File: src/rtl/core/iaf_pkg.sv
// Shared types, constants and helper functions of the attitude fusion core.
package iaf_pkg;

  localparam int DW = 64;       // main datapath word
  localparam int CW = 40;       // CORDIC vector width, Q.30 with headroom
  localparam int AW = 32;       // CORDIC angle accumulator, Q.16 centidegrees
  localparam int TAB_LEN = 30;
  localparam int TIW = $clog2(TAB_LEN);

  typedef logic signed [DW-1:0] word_t;
  typedef logic signed [AW-1:0] angle_t;
  typedef logic signed [CW-1:0] cvec_t;

  typedef enum logic [1:0] {
    OP_MUL,
    OP_DIV,
    OP_SQRT
  } arith_op_t;

  typedef struct packed {
    logic      start;
    arith_op_t op;
  } arith_ctl_t;

  localparam word_t GYRO_K40 = 64'sd1199381129;   // pi/2880 in Q0.40
  localparam word_t US_PER_S = 64'sd1000000;
  localparam word_t US_PER_S2 = 64'sd2000000;
  localparam angle_t DEG90_Q16 = 32'sd589824000;

  function automatic angle_t atan_entry(input logic [TIW-1:0] i);
    angle_t v;
    unique case (i)
      5'd0: v = 32'sd294912000;
      5'd1: v = 32'sd174096719;
      5'd2: v = 32'sd91987925;
      5'd3: v = 32'sd46694507;
      5'd4: v = 32'sd23437865;
      5'd5: v = 32'sd11730358;
      5'd6: v = 32'sd5866610;
      5'd7: v = 32'sd2933484;
      5'd8: v = 32'sd1466764;
      5'd9: v = 32'sd733385;
      5'd10: v = 32'sd366693;
      5'd11: v = 32'sd183346;
      5'd12: v = 32'sd91673;
      5'd13: v = 32'sd45837;
      5'd14: v = 32'sd22918;
      5'd15: v = 32'sd11459;
      5'd16: v = 32'sd5730;
      5'd17: v = 32'sd2865;
      5'd18: v = 32'sd1432;
      5'd19: v = 32'sd716;
      5'd20: v = 32'sd358;
      5'd21: v = 32'sd179;
      5'd22: v = 32'sd90;
      5'd23: v = 32'sd45;
      5'd24: v = 32'sd22;
      5'd25: v = 32'sd11;
      5'd26: v = 32'sd6;
      5'd27: v = 32'sd3;
      5'd28: v = 32'sd1;
      5'd29: v = 32'sd1;
      default: v = '0;
    endcase
    return v;
  endfunction

  // Shift right with rounding to nearest, halves away from zero.
  function automatic word_t rnd_shr(input word_t v, input int unsigned s);
    logic [DW-1:0] m;
    m = v[DW-1] ? (~v + 64'd1) : v;
    if (s != 0) m = (m + (64'd1 << (s - 1))) >> s;
    return v[DW-1] ? word_t'(~m + 64'd1) : word_t'(m);
  endfunction

  function automatic logic signed [31:0] sat32(input word_t v);
    logic signed [31:0] r;
    if (v > $signed(64'h0000_0000_7FFF_FFFF)) r = 32'sh7FFF_FFFF;
    else if (v < $signed(64'hFFFF_FFFF_8000_0000)) r = 32'sh8000_0000;
    else r = v[31:0];
    return r;
  endfunction

endpackage

File: src/rtl/core/iaf_arith_unit.sv
// Shared iterative unit: multiply, rounded signed divide and integer square root.
module iaf_arith_unit (
  input  logic               clk,
  input  logic               rst,
  input  iaf_pkg::arith_ctl_t ctl,
  input  iaf_pkg::word_t     a,
  input  iaf_pkg::word_t     b,
  output logic               done,
  output iaf_pkg::word_t     res
);
  import iaf_pkg::*;

  typedef enum logic [1:0] {U_IDLE, U_MUL, U_DIV, U_SQRT} ustate_t;

  ustate_t       ust;
  logic [6:0]    cnt;
  logic [DW-1:0] acc, opa, opb, rem;
  logic          neg;

  logic [DW+3:0] pp;
  logic [DW-1:0] mul_sum;
  logic [DW:0]   rem_sh, div_sub;
  logic          div_ge;
  logic [DW-1:0] div_quo, div_rem;
  logic [DW-1:0] sq_rb, sq_r;
  logic          sq_ge;

  always_comb begin
    // multiply: four multiplier bits per cycle
    pp = opa * opb[3:0];
    mul_sum = acc + pp[DW-1:0];
    // divide: one quotient bit per cycle, dividend shifts through opa
    rem_sh = {rem, opa[DW-1]};
    div_sub = rem_sh - {1'b0, opb};
    div_ge = rem_sh >= {1'b0, opb};
    div_quo = {opa[DW-2:0], div_ge};
    div_rem = div_ge ? div_sub[DW-1:0] : rem_sh[DW-1:0];
    // square root: one root bit per cycle
    sq_rb = opa + opb;
    sq_ge = acc >= sq_rb;
    sq_r = sq_ge ? ((opa >> 1) + opb) : (opa >> 1);
  end

  always_ff @(posedge clk) begin
    if (rst) begin
      ust <= U_IDLE;
      done <= 1'b0;
    end else begin
      done <= 1'b0;
      unique case (ust)
        U_IDLE: begin
          if (ctl.start) begin
            cnt <= '0;
            unique case (ctl.op)
              OP_MUL: begin
                acc <= '0;
                opa <= a;
                opb <= b;
                ust <= U_MUL;
              end
              OP_DIV: begin
                neg <= a[DW-1];
                rem <= '0;
                opa <= (a[DW-1] ? -a : a) + (b >> 1);
                opb <= b;
                ust <= U_DIV;
              end
              OP_SQRT: begin
                acc <= a;
                opa <= '0;
                opb <= 64'd1 << (DW - 2);
                ust <= U_SQRT;
              end
              default: ust <= U_IDLE;
            endcase
          end
        end
        U_MUL: begin
          acc <= mul_sum;
          opa <= opa << 4;
          opb <= opb >> 4;
          cnt <= cnt + 7'd1;
          if (cnt == 7'(DW / 4 - 1)) begin
            res <= word_t'(mul_sum);
            done <= 1'b1;
            ust <= U_IDLE;
          end
        end
        U_DIV: begin
          rem <= div_rem;
          opa <= div_quo;
          cnt <= cnt + 7'd1;
          if (cnt == 7'(DW - 1)) begin
            res <= neg ? word_t'(~div_quo + 64'd1) : word_t'(div_quo);
            done <= 1'b1;
            ust <= U_IDLE;
          end
        end
        U_SQRT: begin
          if (sq_ge) acc <= acc - sq_rb;
          opa <= sq_r;
          opb <= opb >> 2;
          cnt <= cnt + 7'd1;
          if (cnt == 7'(DW / 2 - 1)) begin
            res <= word_t'(sq_r);
            done <= 1'b1;
            ust <= U_IDLE;
          end
        end
        default: ust <= U_IDLE;
      endcase
    end
  end

endmodule

File: config.mk
export PLATFORM = sky130hd
export DESIGN_NAME = iaf_arith_unit
export DESIGN_NICKNAME = d
export VERILOG_FILES = /design/src/rtl/core/iaf_pkg.sv /design/src/rtl/core/iaf_arith_unit.sv
export SDC_FILE = /design/constraint.sdc
export NUM_CORES = 2
export LEC_CHECK = 0
export ABC_AREA = 1
export ABC_CLOCK_PERIOD_IN_PS = 10600
export BUFFER_PORTS_ARGS = -buffer_cell sky130_fd_sc_hd__buf_2
export CAP_MARGIN = 30
export CORE_ASPECT_RATIO = 1.2
export CORE_MARGIN = 2
export CORE_UTILIZATION = 28
export DETAILED_ROUTE_END_ITERATION = 10
export HOLD_SLACK_MARGIN = 0.1
export PLACE_DENSITY = 0.51
export SKIP_LAST_GASP = 1
export SYNTH_ARGS = -nofsm -noshare
export SYNTH_HDL_FRONTEND = slang
export SYNTH_SLANG_ARGS = --single-unit
export TNS_END_PERCENT = 30
File: constraint.sdc
create_clock -name clk -period 10.6 [get_ports clk]
set_input_delay 2.12 -clock clk [delete_from_list [all_inputs] [get_ports clk]]
set_output_delay 2.12 -clock clk [all_outputs]
set_load 0.01 [all_outputs]
==> metrics.yaml <==
clock_tree:
  insertion_delay_ns: 0.71
  hold_buffers: 0
  cts_tree: "built"
  post_cts_buffers: 0
  cts-buffers-inserted: 47
  htree_num_levels: 2
  cts_sinks: 331
  cts_resized: 0
  clockBufferDepth: 3
  root_buffer: "clkbuf_16"
  clkSlewWorstSetupHoldPaths_ns: 0.06
grt:
  track_usage_pct: 34.2
  grt_max_degree: 71
  grt_pass1_wl_um: 456000
  antenna_found_initial: 44
  grt_pass1_vias: 59822
  grt.overflow.total: 0
floorplan:
  start_util_pct: 28.1
  fp.dieH_um: 479
  coreArea_um2: 187000
  num_rows: 174
  dieWidth_um: 399
  die_area_um2: 191000
  ios: 198
routing:
  firstDrtPassIters: 7
  wl_met2_um: 156000
  totalWireLength_um: 337000
  top_layer_used: "met5"
  met1Wirelength_um: 133000
  route.detailed.drc: 0
  vias: 59369
  vias_per_cell: 5.57
  wl_per_cell_um: 31.6
  postRouteAntennaNets: 0
  met3_wirelength_um: 19600
  drt_iter0_drc: 5770
yosys:
  yosysWarnings: 0
  syn_inst: 8032
  muxShareOfSynthArea_pct: 0
  synth_seq_cells: 331
  synth_top_flop_cell: "edfxtp_1"
  synthAdderAreaFrac_pct: 16.5
  synth_edf_count: 328
  synth_compound_gate_area_share_pct: 21.6
  synth_top_family_by_area: "simple AND/OR/NAND/NOR gates"
  synth-seq-area-share_pct: 18.9
  synth-xor-area-share_pct: 4.55
  avgSynthCellArea_um2: 6.54
  yosysUniqueCellTypes: 71
  async_flop_share_pct: 0
  synth-simple-area-share_pct: 27.9
  synthesis.nets: 8744
  syn-cell-area_um2: 52500
flow_run:
  max_cap_violations: 0
sta:
  hold_viol_final: 0
  fin_worst_skew_ns: 0.0554
  drv_slew: 0
  min_period_ns: 7.55
  fin_tns_setup_ns: 0
  worstMarginPinSlew_ns: 1.21
  finalCritPeriodShare_pct: 71.2
  rsz0062_at_grt: "false"
  setup_viol: 0
  slew_headroom_pct: 18.9
  max_freq_mhz: 133
finish:
  area_growth_pct: 10.4
  drive_above_1_share_pct: 7.09
  final_cell_mix: "nand2_1 (1,721), inv_1 (1,201), nor2_1 (961)"
  multiInputGateArea_um2: 37200
  layout_commonest_cell: "nand2_1"
  nets: 8859
  seqCellArea_um2: 9910
  fillers: 21152
critical_path:
  crit_path_max_fanout: 63
  worstPathArrival_ns: 8.10
  cpPeakStageDelay_ns: 0.78
  crit_family: "compound AO/OA/AOI/OAI gates"
  path_cells: "buf_4, ha_1, nand3_1, nand3_1, a21oi_1, o21ai_2, a21oi_1, o21ai_2, a21oi_1, o21ai_0, xnor2_1, ha_1, a21oi_1, o21ai_0, a21oi_1, o21ai_0, a21oi_1, nand3_2, nor2_8, buf_4, a22oi_2, a21oi_1"
  r2r_setup_slack_ns: 3.05
  crit_cells: 22
  cp-end-kind: "flop"
  path_class: "reg2reg"
  startpoint: "opb[2]"
  cp-start-kind: "flop"
  reg2reg_depth: 22
  crit_end: "opa[6]"
  rr_endpoint: "opa[6]"
  crit_buf_inv: 2
  crit_slowest_cell: "nor2_8"
  reg2reg_from: "opb[2]"
  cpMostUsedCell: "a21oi_1"
  cp_data_required_time_ns: 11.16
min_path:
  worstHoldPathType: "reg2reg"
placed_design:
  hpwl_um: 289000
  gp_congestion: 1.05
  portBuffers: 197
status:
  status: "complete, no violations"
## stage by stage
step                hold WS [ns]  area [µm²]  cells  setup slack, ns  utilization [%]
global route               0.599       58000  10651             2.76             31.1
floorplan                  0.563       52500   8032             1.60                -
global placement           0.578       56400  10553             2.66             30.2
CTS                        0.593       58000  10648             3.07             31.0
detailed placement         0.584       56500  10561             2.61             30.2
finish                     0.595       58000  10661             3.05             31.1
## kinds of logic (layout without fill, tap and decap cells)
logic type | count (synthesis) | count (layout)
AOI/OAI and AO/OA | 1910 | 1910
xor gates and xnor gates | 273 | 273
adders and majority gates | 579 | 579
buffers and inverters | 1442 | 1595
DFF | 331 | 331
other | 0 | 12
and+or+nand+nor | 3497 | 3497
## worst register-to-register path: stages (launching register included)
cell and delay (ns):
edfxtp_1 0.32, buf_4 0.59, ha_1 0.45, nand3_1 0.10, nand3_1 0.11, a21oi_1 0.27, o21ai_2 0.12, a21oi_1 0.47
o21ai_2 0.18, a21oi_1 0.46, o21ai_0 0.53, xnor2_1 0.48, ha_1 0.35, a21oi_1 0.18, o21ai_0 0.16, a21oi_1 0.20
o21ai_0 0.13, a21oi_1 0.18, nand3_2 0.38, nor2_8 0.79, buf_4 0.60, a22oi_2 0.19, a21oi_1 0.17
## routing by layer
layer	up-vias	GRT usage, %
li1	27194	-
met1	29087	41.0
met2	2403	56.8
met3	665	4.13
met4	20	23.9
met5	-	0
## registers in the layout, summed over array words and instances (netlist names)
signal	cells
acc	64
opa	64
opb	64
rem	64
res	64
cnt	7
ust	2
done	1
neg	1
## area by class of cell
class | count | share of cell area [%]
flip-flops and latches | 331 | 17.1
clock buffers | 55 | 2.08
inverters | 1216 | 7.87
repair buffers | 292 | 2.95
well taps | 2464 | 5.31
clock inverters | 32 | 0.582
multi-input cells | 6259 | 64.1
diodes | 12 | 0.0517
## Yosys cell counts (34+ instances only)
cell         n  area share, %
clkbuf_1   152            1.1
o21ai_0    544            5.2
xnor2_1    115            1.9
a21oi_1    724            6.9
edfxtp_1   328             19
xor2_1     158            2.6
o21bai_1    49           0.70
nand2_1   1721             12
fa_1       187            7.1
nor3_1     109            1.0
ha_1       392            9.3
a21o_1      65           0.93
nand4_1     93            1.1
nor4_1      50           0.60
a31oi_1     90            1.1
nand3_1    408            3.9
or2_2       43           0.51
nor2_1     966            6.9
o21a_1      39           0.56
inv_1     1204            8.6
a21oi_2     34           0.57
a21boi_0    34           0.49
o211ai_1    81            1.2
o221ai_1    83            1.4
## how the worst min path moves through the flow
stage               slack (ns)  endpoint  startpoint  cells past startpoint
floorplan                 0.56    cnt[0]      cnt[0]                      1
global placement          0.58    cnt[0]      cnt[0]                      1
detailed placement        0.58    cnt[0]      cnt[0]                      1
CTS                       0.59    cnt[0]      cnt[0]                      1
global route              0.60    cnt[0]      cnt[0]                      1
finish                    0.59    cnt[0]      cnt[0]                      1
Power is not shown: default switching activity piles up to over one toggle a cycle in this logic, so the estimate is an artifact.
